`src/hdl/jseu_pkg.sv`:
```
`default_nettype none

package jseu_pkg;

    localparam logic [7:0] CH_BSLASH = 8'h5C;
    localparam logic [7:0] CH_QUOTE  = 8'h22;
    localparam logic [7:0] CH_U      = 8'h75;
    localparam logic [7:0] CH_F      = 8'h66;
    localparam logic [7:0] CH_D      = 8'h64;
    localparam logic [7:0] CH_ZERO   = 8'h30;
    localparam logic [7:0] CH_LOWA   = 8'h61;
    localparam logic [7:0] CH_B      = 8'h62;
    localparam logic [7:0] CH_N      = 8'h6E;
    localparam logic [7:0] CH_R      = 8'h72;
    localparam logic [7:0] CH_T      = 8'h74;

    localparam logic [7:0] C0_BS  = 8'h08;
    localparam logic [7:0] C0_TAB = 8'h09;
    localparam logic [7:0] C0_LF  = 8'h0A;
    localparam logic [7:0] C0_FF  = 8'h0C;
    localparam logic [7:0] C0_CR  = 8'h0D;

    localparam logic [7:0] CTRL_LIMIT = 8'h20;
    localparam logic [7:0] CONT_LO    = 8'h80;
    localparam logic [7:0] CONT_HI    = 8'hBF;
    localparam logic [7:0] LEAD2_LO   = 8'hC2;
    localparam logic [7:0] LEAD2_HI   = 8'hDF;
    localparam logic [7:0] LEAD_E0    = 8'hE0;
    localparam logic [7:0] E0_LO      = 8'hA0;
    localparam logic [7:0] LEAD_ED    = 8'hED;
    localparam logic [7:0] ED_HI      = 8'h9F;
    localparam logic [7:0] LEAD3_HI   = 8'hEF;
    localparam logic [7:0] LEAD_F0    = 8'hF0;
    localparam logic [7:0] F0_LO      = 8'h90;
    localparam logic [7:0] LEAD_F4    = 8'hF4;
    localparam logic [7:0] F4_HI      = 8'h8F;

    localparam logic [2:0] SEQ_END = 3'd5;

    typedef enum logic [1:0] {
        CS_IDLE,
        CS_REPL,
        CS_RAW,
        CS_FRESH
    } ctl_state_t;

    typedef enum logic [1:0] {
        SEG_REPL,
        SEG_RAW,
        SEG_FRESH
    } seg_t;

    typedef enum logic [2:0] {
        FR_NONE,
        FR_LIT,
        FR_ESC,
        FR_HEX,
        FR_REPL
    } fresh_t;

    typedef struct packed {
        logic load;
        logic step;
        seg_t seg;
        logic final_seg;
    } dp_cmd_t;

    typedef struct packed {
        logic slot_free;
        logic seg_end;
        logic rep_more;
        logic raw_any;
        logic raw_more;
        logic fresh_any;
        logic new_rep;
        logic new_raw;
        logic new_fresh;
    } dp_status_t;

    function automatic logic [1:0] lead_extra(input logic [7:0] c);
        logic [1:0] r;
        r = 2'd0;
        if (c >= LEAD2_LO && c <= LEAD2_HI)
            r = 2'd1;
        else if (c >= LEAD_E0 && c <= LEAD3_HI)
            r = 2'd2;
        else if (c >= LEAD_F0 && c <= LEAD_F4)
            r = 2'd3;
        return r;
    endfunction

    function automatic logic [7:0] lead_lo(input logic [7:0] c);
        logic [7:0] r;
        r = CONT_LO;
        if (c == LEAD_E0)
            r = E0_LO;
        else if (c == LEAD_F0)
            r = F0_LO;
        return r;
    endfunction

    function automatic logic [7:0] lead_hi(input logic [7:0] c);
        logic [7:0] r;
        r = CONT_HI;
        if (c == LEAD_ED)
            r = ED_HI;
        else if (c == LEAD_F4)
            r = F4_HI;
        return r;
    endfunction

    function automatic fresh_t ascii_kind(input logic [7:0] c);
        fresh_t r;
        unique case (c) inside
            CH_QUOTE, CH_BSLASH, C0_BS, C0_FF, C0_LF, C0_CR, C0_TAB: r = FR_ESC;
            default: r = (c < CTRL_LIMIT) ? FR_HEX : FR_LIT;
        endcase
        return r;
    endfunction

    function automatic logic [7:0] esc_char(input logic [7:0] c);
        logic [7:0] r;
        unique case (c)
            C0_BS:   r = CH_B;
            C0_FF:   r = CH_F;
            C0_LF:   r = CH_N;
            C0_CR:   r = CH_R;
            C0_TAB:  r = CH_T;
            default: r = c;
        endcase
        return r;
    endfunction

    function automatic logic [7:0] hex_char(input logic [3:0] n);
        logic [7:0] r;
        if (n < 4'd10)
            r = CH_ZERO + {4'd0, n};
        else
            r = CH_LOWA + {4'd0, n} - 8'd10;
        return r;
    endfunction

    // "\ufffd"
    function automatic logic [7:0] repl_char(input logic [2:0] pos);
        logic [7:0] r;
        unique case (pos)
            3'd0:    r = CH_BSLASH;
            3'd1:    r = CH_U;
            3'd5:    r = CH_D;
            default: r = CH_F;
        endcase
        return r;
    endfunction

    // "\u00" prefix of a control escape
    function automatic logic [7:0] uhex_char(input logic [2:0] pos);
        logic [7:0] r;
        unique case (pos)
            3'd0:    r = CH_BSLASH;
            3'd1:    r = CH_U;
            default: r = CH_ZERO;
        endcase
        return r;
    endfunction

endpackage

`default_nettype wire

```
`src/hdl/jseu_datapath.sv`:
```
`default_nettype none

module jseu_datapath (
    input  wire logic                 clk,
    input  wire logic                 rst_n,
    input  wire jseu_pkg::dp_cmd_t    cmd,
    output jseu_pkg::dp_status_t      status,
    input  wire logic [7:0]           in_byte,
    input  wire logic                 in_last,
    output logic                      out_valid,
    input  wire logic                 out_stall,
    output logic [7:0]                out_byte,
    output logic                      out_last
);
    import jseu_pkg::*;

    logic [7:0] held_bytes_reg [3];
    logic [1:0] held_count_reg, held_count_next;
    logic [1:0] needed_count_reg, needed_count_next;
    logic       held_wr;
    logic [1:0] held_wr_idx;

    logic [2:0] rep_left_reg;
    logic [2:0] raw_left_reg;
    logic [1:0] raw_idx_reg;
    logic [2:0] pos_reg;
    fresh_t     fresh_kind_reg;
    logic [7:0] cur_byte_reg;
    logic [7:0] esc_reg;
    logic       last_reg;

    logic       out_valid_reg;
    logic [7:0] out_byte_reg;
    logic       out_last_reg;

    // plan for a new request
    logic       holding;
    logic       in_range;
    logic [7:0] range_lo;
    logic [7:0] range_hi;
    logic [1:0] extra;
    fresh_t     fr_kind;
    logic       fr_hold;
    logic [2:0] plan_rep;
    logic [2:0] plan_raw;
    fresh_t     plan_kind;

    logic       seg_end;
    logic [7:0] byte_next;

    always_comb
    begin
        holding  = (held_count_reg != 2'd0) && (needed_count_reg != 2'd0);
        range_lo = (held_count_reg == 2'd1) ? lead_lo(held_bytes_reg[0]) : CONT_LO;
        range_hi = (held_count_reg == 2'd1) ? lead_hi(held_bytes_reg[0]) : CONT_HI;
        in_range = (in_byte >= range_lo) && (in_byte <= range_hi);
        extra    = lead_extra(in_byte);

        fr_hold = 1'b0;
        if (!in_byte[7])
            fr_kind = ascii_kind(in_byte);
        else if (extra == 2'd0 || in_last)
            fr_kind = FR_REPL;
        else
        begin
            fr_kind = FR_NONE;
            fr_hold = 1'b1;
        end

        plan_rep          = 3'd0;
        plan_raw          = 3'd0;
        plan_kind         = FR_NONE;
        held_count_next   = 2'd0;
        needed_count_next = 2'd0;
        held_wr           = 1'b0;
        held_wr_idx       = 2'd0;

        if (!holding || !in_range)
        begin
            plan_rep  = holding ? {1'b0, held_count_reg} : 3'd0;
            plan_kind = fr_kind;
            if (fr_hold)
            begin
                held_wr           = 1'b1;
                held_count_next   = 2'd1;
                needed_count_next = extra;
            end
        end
        else if (needed_count_reg == 2'd1)
            plan_raw = {1'b0, held_count_reg} + 3'd1;
        else if (in_last)
            plan_rep = {1'b0, held_count_reg} + 3'd1;
        else if (held_count_reg != 2'd3)
        begin
            held_wr           = 1'b1;
            held_wr_idx       = held_count_reg;
            held_count_next   = held_count_reg + 2'd1;
            needed_count_next = needed_count_reg - 2'd1;
        end
    end

    always_comb
    begin
        seg_end   = 1'b1;
        byte_next = cur_byte_reg;
        case (cmd.seg)
            SEG_REPL:
            begin
                seg_end   = (pos_reg == SEQ_END);
                byte_next = repl_char(pos_reg);
            end
            SEG_RAW:
            begin
                if (raw_left_reg != 3'd1)
                begin
                    case (raw_idx_reg)
                        2'd0:    byte_next = held_bytes_reg[0];
                        2'd1:    byte_next = held_bytes_reg[1];
                        2'd2:    byte_next = held_bytes_reg[2];
                        default: byte_next = cur_byte_reg;
                    endcase
                end
            end
            SEG_FRESH:
            begin
                case (fresh_kind_reg)
                    FR_ESC:
                    begin
                        seg_end   = (pos_reg == 3'd1);
                        byte_next = (pos_reg == 3'd0) ? CH_BSLASH : esc_reg;
                    end
                    FR_HEX:
                    begin
                        seg_end = (pos_reg == SEQ_END);
                        if (pos_reg == SEQ_END)
                            byte_next = hex_char(cur_byte_reg[3:0]);
                        else if (pos_reg == 3'd4)
                            byte_next = hex_char(cur_byte_reg[7:4]);
                        else
                            byte_next = uhex_char(pos_reg);
                    end
                    FR_REPL:
                    begin
                        seg_end   = (pos_reg == SEQ_END);
                        byte_next = repl_char(pos_reg);
                    end
                    default:
                    begin
                        seg_end   = 1'b1;
                        byte_next = cur_byte_reg;
                    end
                endcase
            end
            default:
            begin
                seg_end   = 1'b1;
                byte_next = cur_byte_reg;
            end
        endcase
    end

    always_ff @(posedge clk)
    begin
        if (cmd.load && held_wr)
            held_bytes_reg[held_wr_idx] <= in_byte;
        if (cmd.load)
        begin
            cur_byte_reg <= in_byte;
            esc_reg      <= esc_char(in_byte);
            last_reg     <= in_last;
        end
        if (cmd.step)
        begin
            out_byte_reg <= byte_next;
            out_last_reg <= cmd.final_seg && seg_end && last_reg;
        end
    end

    always_ff @(posedge clk or negedge rst_n)
    begin
        if (!rst_n)
        begin
            held_count_reg   <= 2'd0;
            needed_count_reg <= 2'd0;
            rep_left_reg     <= 3'd0;
            raw_left_reg     <= 3'd0;
            raw_idx_reg      <= 2'd0;
            pos_reg          <= 3'd0;
            fresh_kind_reg   <= FR_NONE;
            out_valid_reg    <= 1'b0;
        end
        else
        begin
            if (cmd.step)
                out_valid_reg <= 1'b1;
            else if (!out_stall)
                out_valid_reg <= 1'b0;

            if (cmd.load)
            begin
                held_count_reg   <= held_count_next;
                needed_count_reg <= needed_count_next;
                rep_left_reg     <= plan_rep;
                raw_left_reg     <= plan_raw;
                raw_idx_reg      <= 2'd0;
                pos_reg          <= 3'd0;
                fresh_kind_reg   <= plan_kind;
            end
            else if (cmd.step)
            begin
                case (cmd.seg)
                    SEG_REPL:
                    begin
                        if (seg_end)
                        begin
                            pos_reg      <= 3'd0;
                            rep_left_reg <= rep_left_reg - 3'd1;
                        end
                        else
                            pos_reg <= pos_reg + 3'd1;
                    end
                    SEG_RAW:
                    begin
                        raw_left_reg <= raw_left_reg - 3'd1;
                        if (raw_left_reg != 3'd1)
                            raw_idx_reg <= raw_idx_reg + 2'd1;
                    end
                    SEG_FRESH:
                    begin
                        if (seg_end)
                        begin
                            pos_reg        <= 3'd0;
                            fresh_kind_reg <= FR_NONE;
                        end
                        else
                            pos_reg <= pos_reg + 3'd1;
                    end
                    default:
                    begin
                        pos_reg <= pos_reg;
                    end
                endcase
            end
        end
    end

    always_comb
    begin
        status.slot_free = !out_valid_reg || !out_stall;
        status.seg_end   = seg_end;
        status.rep_more  = (rep_left_reg > 3'd1);
        status.raw_any   = (raw_left_reg != 3'd0);
        status.raw_more  = (raw_left_reg > 3'd1);
        status.fresh_any = (fresh_kind_reg != FR_NONE);
        status.new_rep   = (plan_rep != 3'd0);
        status.new_raw   = (plan_raw != 3'd0);
        status.new_fresh = (plan_kind != FR_NONE);
    end

    assign out_valid = out_valid_reg;
    assign out_byte  = out_byte_reg;
    assign out_last  = out_last_reg;

endmodule

`default_nettype wire

```
`src/hdl/jseu_ctrl.sv`:
```
`default_nettype none

module jseu_ctrl (
    input  wire logic                 clk,
    input  wire logic                 rst_n,
    input  wire logic                 in_valid,
    output logic                      in_stall,
    input  wire jseu_pkg::dp_status_t status,
    output jseu_pkg::dp_cmd_t         cmd
);
    import jseu_pkg::*;

    ctl_state_t state_reg, state_next;
    logic       item_done;

    // no segment follows the current one
    always_comb
    begin
        unique case (state_reg)
            CS_REPL:  item_done = !status.rep_more && !status.raw_any && !status.fresh_any;
            CS_RAW:   item_done = !status.raw_more && !status.fresh_any;
            CS_FRESH: item_done = 1'b1;
            default:  item_done = 1'b0;
        endcase
    end

    always_comb
    begin
        state_next = state_reg;
        unique case (state_reg)
            CS_IDLE:
            begin
                if (in_valid)
                begin
                    if (status.new_rep)
                        state_next = CS_REPL;
                    else if (status.new_raw)
                        state_next = CS_RAW;
                    else if (status.new_fresh)
                        state_next = CS_FRESH;
                end
            end
            CS_REPL:
            begin
                if (status.slot_free && status.seg_end && !status.rep_more)
                begin
                    if (status.raw_any)
                        state_next = CS_RAW;
                    else if (status.fresh_any)
                        state_next = CS_FRESH;
                    else
                        state_next = CS_IDLE;
                end
            end
            CS_RAW:
            begin
                if (status.slot_free && !status.raw_more)
                    state_next = status.fresh_any ? CS_FRESH : CS_IDLE;
            end
            CS_FRESH:
            begin
                if (status.slot_free && status.seg_end)
                    state_next = CS_IDLE;
            end
            default:
            begin
                state_next = CS_IDLE;
            end
        endcase
    end

    always_comb
    begin
        in_stall      = (state_reg != CS_IDLE);
        cmd.load      = in_valid && (state_reg == CS_IDLE);
        cmd.step      = (state_reg != CS_IDLE) && status.slot_free;
        cmd.final_seg = item_done;
        unique case (state_reg)
            CS_RAW:   cmd.seg = SEG_RAW;
            CS_FRESH: cmd.seg = SEG_FRESH;
            default:  cmd.seg = SEG_REPL;
        endcase
    end

    always_ff @(posedge clk or negedge rst_n)
    begin
        if (!rst_n)
            state_reg <= CS_IDLE;
        else
            state_reg <= state_next;
    end

endmodule

`default_nettype wire

```
`src/hdl/json_string_escape_utf8_check.sv`:
```
`default_nettype none

// channel | valid    | stall     | payload
// --------+----------+-----------+------------------
// input   | in_valid | in_stall  | in_byte, in_last
// output  | out_valid| out_stall | out_byte, out_last
//
// One request is taken per visit to idle; its escaped bytes (0 to 24 of them)
// then enter the output register one after another before the next is taken.
// in_stall is high from the cycle after a request is taken until its last byte
// enters the output register; it stays high while out_stall holds a full register.
// rst_n is asynchronous and clears the controller, counters and held-sequence
// state; the block is ready for a request right after reset.

module json_string_escape_utf8_check (
    input  wire logic       clk,
    input  wire logic       rst_n,
    input  wire logic       in_valid,
    output logic            in_stall,
    input  wire logic [7:0] in_byte,
    input  wire logic       in_last,
    output logic            out_valid,
    input  wire logic       out_stall,
    output logic [7:0]      out_byte,
    output logic            out_last
);
    import jseu_pkg::*;

    dp_cmd_t    cmd;
    dp_status_t status;

    jseu_ctrl u_ctrl (
        .clk      (clk),
        .rst_n    (rst_n),
        .in_valid (in_valid),
        .in_stall (in_stall),
        .status   (status),
        .cmd      (cmd)
    );

    jseu_datapath u_datapath (
        .clk       (clk),
        .rst_n     (rst_n),
        .cmd       (cmd),
        .status    (status),
        .in_byte   (in_byte),
        .in_last   (in_last),
        .out_valid (out_valid),
        .out_stall (out_stall),
        .out_byte  (out_byte),
        .out_last  (out_last)
    );

endmodule

`default_nettype wire

```
`config.mk`:
```
export PLATFORM = sky130hd
export DESIGN_NAME = json_string_escape_utf8_check
export DESIGN_NICKNAME = d
export VERILOG_FILES = /design/src/hdl/jseu_pkg.sv /design/src/hdl/jseu_datapath.sv /design/src/hdl/jseu_ctrl.sv /design/src/hdl/json_string_escape_utf8_check.sv
export SDC_FILE = /design/constraint.sdc
export NUM_CORES = 1
export LEC_CHECK = 0
export BUFFER_PORTS_ARGS = -buffer_cell sky130_fd_sc_hd__clkbuf_2
export CAP_MARGIN = 20
export CELL_PAD_IN_SITES_DETAIL_PLACEMENT = 1
export CELL_PAD_IN_SITES_GLOBAL_PLACEMENT = 1
export CORE_UTILIZATION = 53
export CTS_CLUSTER_SIZE = 24
export DETAILED_ROUTE_END_ITERATION = 8
export GPL_ROUTABILITY_DRIVEN = 0
export PLACE_DENSITY = 0.89
export SYNTH_ARGS = -nofsm -noshare
export SYNTH_HDL_FRONTEND = slang
export SYNTH_HIERARCHICAL = 1
export SYNTH_SLANG_ARGS = --single-unit
```
`constraint.sdc`:
```
create_clock -name clk -period 6.2 [get_ports clk]
set_input_delay 0.31 -clock clk [delete_from_list [all_inputs] [get_ports clk]]
set_output_delay 0.31 -clock clk [all_outputs]
set_load 0.005 [all_outputs]
```
==> results of run 1 <==
-- power by group --
part	total [mW]	switching, mW	internal (mW)
combinational	1.00	0.611	0.390
sequential	0.759	0.114	0.645
clock	0.360	0.208	0.152
-- critical path: stages, from the launching register on --
cell and delay, ns:
dfrtp_1 0.45, inv_1 0.13, ha_1 0.22, nand4_1 0.12
nor2_1 0.20, nand2_1 0.11, a21oi_1 0.15, ha_1 0.26
a21oi_1 0.14, a31oi_1 0.08, a211oi_2 0.62, o21ai_0 0.27
o31ai_1 0.31, nand2_1 0.11, nand4_2 0.11, mux2_4 0.31
-- kinds of logic (layout without fill, tap and decap cells) --
logic type,count (synthesis),after routing
DFF,71,71
AOI/OAI and AO/OA,124,124
and+or+nand+nor,148,148
xor gates and xnor gates,8,8
buffers and inverters,62,77
adders and majority gates,30,30
muxes,3,3
-- path summary, 6_finish.rpt --
check / start / end / slack, ns / cells past startpoint
min: out_stall / u_datapath/out_valid / 0.23 / 3
max in group asynchronous: rst_n / u_datapath/raw_idx_reg[0] / 5.34 / 2
min reg2reg: u_datapath/out_valid / u_datapath/out_valid / 0.58 / 2
min in group asynchronous: rst_n / u_datapath/held_count_reg[1] / 0.47 / 2
max reg2reg: u_datapath/held_count_reg[1] / u_ctrl/state_reg[1] / 2.49 / 15
max: u_datapath/held_count_reg[1] / u_ctrl/state_reg[1] / 2.49 / 15
-- synth_stat cells, drive strengths merged, types with 7 or more instances --
library cell,instances
o21ai,24
ha,30
nor2b,13
inv,36
clkbuf,15
a211o,7
nand2,31
a21oi,22
nand3,11
buf,11
nor2,40
nand2b,14
dfrtp,21
a222oi,8
edfxtp,50
-- metal layers --
layer | vias to the layer above | part of all wire | track usage | wire [um]
met4 | 0 | 0.026 | 0.113 | 328
met5 | - | 0 | 0 | 0
met3 | 32 | 0.062 | 0.0502 | 780
met2 | 149 | 0.50 | 0.532 | 6290
li1 | 1663 | - | - | -
met1 | 1832 | 0.41 | 0.389 | 5190
-- timing repair --
action,4_1_cts,5_1_grt
gates resized for setup,0,0
hold endpoints to repair,21,0
hold buffers,1,0
-- layout make-up --
class	instances	area share
multi-input cells	313	0.455
inverters	36	0.0281
well taps	105	0.0274
flip-flops and latches	71	0.422
clock buffers	9	0.0258
repair buffers	25	0.0276
clock inverters	7	0.0135
==> flow_summary.yaml, run 1 <==
yosys:
  yosys.area.top_type: "edfxtp_1"
  syn-num-nets: 489
  synth_top_family_by_area: "compound AO/OA/AOI/OAI gates"
  synth_fa_ha_area_frac: 0.0838
  synth.yosys.seq_area_share: 0.452
  synth_top_area_share: 0.335
  yosys-top-cells-area: "edfxtp_1 34%, dfrtp_1 12%, ha_1 8.4%"
  synth-main-ff-cell: "edfxtp_1"
  synth_mux_area_frac: 0.00782
  ys_types: 72
  synth_edf_count: 50
  yosys_warnings: 6
  synthXorXnorAreaFrac: 0.0156
  synth_seq_cells: 71
  avgSynthCellArea_um2: 10.0
  syn_area_mm2: 0.00448
  syn_inst: 446
  synth-async-reset-ratio: 0.296
  yosys.area_share.simple: 0.176
  synth_compound_area_frac: 0.204
drt:
  drtIter0Drc: 269
  vias: 3676
  wl_per_cell_um: 22.2
  drc: 0
  routed_wl_um: 12600
  vias_per_cell: 6.49
  ant_nets: 0
  dr.pass1.iters: 8
timing:
  fin_crit_sh: 0.599
  worstMarginPinSlew_ns: 1.02
  min_period_ns: 3.71
  fin_skew_ns: 0.0115
  layout_setup_ws_ns: 2.49
  maxClockFrequency_mhz: 269
  max-slew-margin-rel: 0.323
  finalHoldViolCount: 0
  maxSlewViolCount: 0
  tns_ns: 0
  rsz0062_at_grt: "false"
  hold_slack_ns: 0.231
  setup_violations: 0
clocking:
  cts_buffers: 9
  htree_levels: 3
  cts_root_buffer: "clkbuf_8"
  clk_pin_slew_ns: 0.09
  cts_buffer_depth: 2
  clk_latency_ns: 0.37
  tritoncts: "built"
  cts_sinks: 71
  post-cts-setup-buffers: 0
place:
  place_area_mm2: 0.00460
  hpwl_um: 9100
  detailedPlace.worstSlack_ns: 2.55
  port_buffers: 23
  dp.cells: 549
final_layout:
  final_cell_mix: "50 x edfxtp_1, 39 x nor2_1, 36 x inv_1, 31 x nand2_1, 30 x ha_1"
  nets: 499
  n_fill_cell: 948
  final_area_mm2: 0.00480
  num_antenna_cells: 0
  largest_reg_flops: 24
  stdcell_count: 566
  multiInputGateArea_mm2: 0.00219
  seq_area_mm2: 0.00203
  final_common_cell: "edfxtp_1"
  final_util: 0.584
  drive_above_1_share: 0.124
  area_growth_pct: 7.18
worst_setup_path:
  critPathCaptureType: "flip-flop"
  worst_setup_path_start_kind: "flip-flop"
  crit_type: "reg -> reg"
  cp_data_required_time_ns: 6.45
  crit_path_max_fanout: 12
  worst_ep_arrival_time_ns: 3.96
floorplan:
  dieArea_mm2: 0.00883
  die_w_um: 93.9
  boundaryPins: 24
  start_util: 0.545
  die_y_um: 93.9
  coreArea_mm2: 0.00822
  row_count: 33
global_route:
  grt_pass1_wl_um: 20200
  grt_pass1_vias: 3760
  grt_max_degree: 51
  antenna_found_initial: 0
  grt_overflow: 0
  grt.total_usage: 0.309
job:
  cap_viol_max_count: 0
outcome:
  status: "finished, final reports clean"
power_and_ir_drop:
  vdd_drop_max_mv: 0.136
  powerDensity_mw_per_mm2: 441
  finalPower_mw: 2.12
  p_leak_nw: 1.85
min_path:
  hold_path_class: "in -> reg"
(Power assumes the default switching activity.)
==> run 2: changes to the inputs <==
Settings changed: CORE_UTILIZATION 53 to 49, PLACE_DENSITY 0.89 to 0.84.
Clock period 6.2 ns to 3.5 ns, I/O delays scaled along.
==> run 2 against run 1 <==
Net effect: the run now ends with design-rule violations left; largest cell class unchanged; critical endpoint unchanged; worst setup slack got worse by 2.3 ns; non-clock buffer count grew 2; first-iteration DRC count is 6.3% higher; worst hold slack got worse by 0.16 ns; clock-buffer cell count is the same; clock power grew 130%; global-route usage fell by 1.9 points; largest power group unchanged; core utilization is 2.8 points lower.
==> flow_summary.yaml, run 2 (synthesized netlist as in run 1, its figures left out) <==
drt:
  wl_met2_um: 6490
  drtIter0Drc: 286
  routed_wl_um: 12900
  met3WireLength_um: 822
  vias_per_cell: 6.46
  dr.pass1.iters: 9
  ant_nets: 0
  wl_per_cell_um: 22.5
  drc: 4
  wl_met1_um: 5180
  topRoutingLayerUsed: "met4"
  vias: 3687
min_path:
  hold_path_class: "in -> reg"
final_layout:
  largest_reg_flops: 24
  final_common_cell: "edfxtp_1"
  num_antenna_cells: 0
  final_area_mm2: 0.00490
  stdcell_count: 571
  final_util: 0.556
  drive_above_1_share: 0.134
  area_growth_pct: 9.35
  final_cell_mix: "50 x edfxtp_1, 39 x nor2_1, 36 x inv_1, 31 x nand2_1, 30 x ha_1"
  n_fill_cell: 990
  nets: 501
clocking:
  cts_buffer_depth: 2
  clk_pin_slew_ns: 0.08
  htree_levels: 3
  post-cts-setup-buffers: 0
  cts_root_buffer: "clkbuf_8"
  tritoncts: "built"
  cts_buffers: 9
  cts_sinks: 71
  clk_latency_ns: 0.35
floorplan:
  die_w_um: 97.6
  coreArea_mm2: 0.00881
  row_count: 34
  die_y_um: 97.6
  boundaryPins: 24
  dieArea_mm2: 0.00953
  start_util: 0.509
power_and_ir_drop:
  powerDensity_mw_per_mm2: 807
  finalPower_mw: 3.95
  p_leak_nw: 1.90
  vdd_drop_max_mv: 0.250
outcome:
  violations: "design-rule violations"
  status: "complete, but fails checks"
place:
  dp.cells: 554
  port_buffers: 23
  place_area_mm2: 0.00462
  hpwl_um: 9190
  detailedPlace.worstSlack_ns: 0.168
worst_setup_path:
  crit_path_max_fanout: 7
  worst_path_max_delay_cell: "dfrtp_1"
  crit_path_cell_trace: "inv_1 -> ha_1 -> nand4_1 -> nor2_1 -> nand2_1 -> nor2_1 -> ha_1 -> and4_1 -> a31oi_2 -> a211oi_4 -> o21ai_0 -> o31ai_1 -> nand2_1 -> nand4_2 -> mux2_4"
  crit_type: "reg -> reg"
  cp_data_required_time_ns: 3.74
  critPathCaptureType: "flip-flop"
  worst_setup_path_start_kind: "flip-flop"
  worst_ep_arrival_time_ns: 3.59
  critPathMaxStageDelay_ns: 0.43
global_route:
  grt_pass1_wl_um: 21200
  grt.total_usage: 0.290
  grt_overflow: 0
  grt_pass1_vias: 3928
  grt_max_degree: 30
  antenna_found_initial: 0
timing:
  maxClockFrequency_mhz: 299
  maxSlewViolCount: 0
  fin_skew_ns: 0.00819
  fin_crit_sh: 0.956
  max-slew-margin-rel: 0.461
  min_period_ns: 3.35
  finalHoldViolCount: 0
  rsz0062_at_grt: "true"
  worstMarginPinSlew_ns: 0.809
  setup_violations: 0
  layout_setup_ws_ns: 0.154
job:
  cap_viol_max_count: 0
run 2: changes by cell type in the layout (fill, tap and decap cells not counted), moves of 2 or more:
| cell | previous run | this run |
|---|---|---|
| and4b_2 | 0 | 2 |
| buf_4 | 1 | 3 |
| clkinvlp_4 | 3 | 0 |
| and4b_1 | 5 | 3 |
| bufinv_16 | 0 | 3 |
run 2: power by group:
| part | internal, mW | leakage, nW | switching, mW |
|---|---|---|---|
| Clock | 0.485 | 0.126 | 0.354 |
| Sequential | 1.14 | 0.736 | 0.199 |
| Combinational | 0.692 | 1.04 | 1.08 |
| Total | 2.32 | 1.90 | 1.64 |
run 2: layer usage:
metal,GRT usage,up-vias
met4,0.101,0
met1,0.361,1833
met3,0.0568,38
met2,0.501,144
li1,-,1672
met5,0,-
run 2: final timing paths:
| kind | start | end | slack [ns] | cells after the start |
|---|---|---|---|---|
| worst max-delay path | u_datapath/held_count_reg[1] | u_ctrl/state_reg[1] | 0.15 | 15 |
| worst min-delay path | out_stall | u_datapath/out_valid | 0.08 | 3 |
| worst max register to register | u_datapath/held_count_reg[1] | u_ctrl/state_reg[1] | 0.15 | 15 |
| worst min register to register | u_datapath/out_valid | u_datapath/out_valid | 0.54 | 2 |
| max in group asynchronous | rst_n | u_datapath/pos_reg[0] | 2.77 | 2 |
| min in group asynchronous | rst_n | u_datapath/rep_left_reg[1] | 0.35 | 2 |
run 2: critical path, delay by kind of cell (launching register included):
kind	cells	cell delay [ns]
compound gates	4	1.03
fa+ha+maj	2	0.36
buf+inv	1	0.12
flops	1	0.43
mux	1	0.30
simple gates	7	0.99
run 2: area by class of cell:
| cell class | instances | area [um^2] | share of cell area |
|---|---|---|---|
| clock inverter | 7 | 128 | 0.0260 |
| sequential | 71 | 2030 | 0.414 |
| tap | 108 | 135 | 0.0276 |
| multi-input combinational | 313 | 2200 | 0.450 |
| timing repair buffer | 27 | 148 | 0.0301 |
| clock buffer | 9 | 124 | 0.0253 |
| inverter | 36 | 135 | 0.0276 |
run 2: stage by stage:
step,setup TNS (ns),hold WS (ns)
floorplan,0,-0.121
global placement,0,0.197
detailed placement,0,0.198
CTS,0,0.0569
global route,-0.107,0.0914
finish,0,0.0758
run 2: what timing repair did:
item                       4_1_cts  5_1_grt
gates resized for setup          0        4
hold endpoints to repair        21        0
setup endpoints to repair        0       26
hold buffers                     1        0
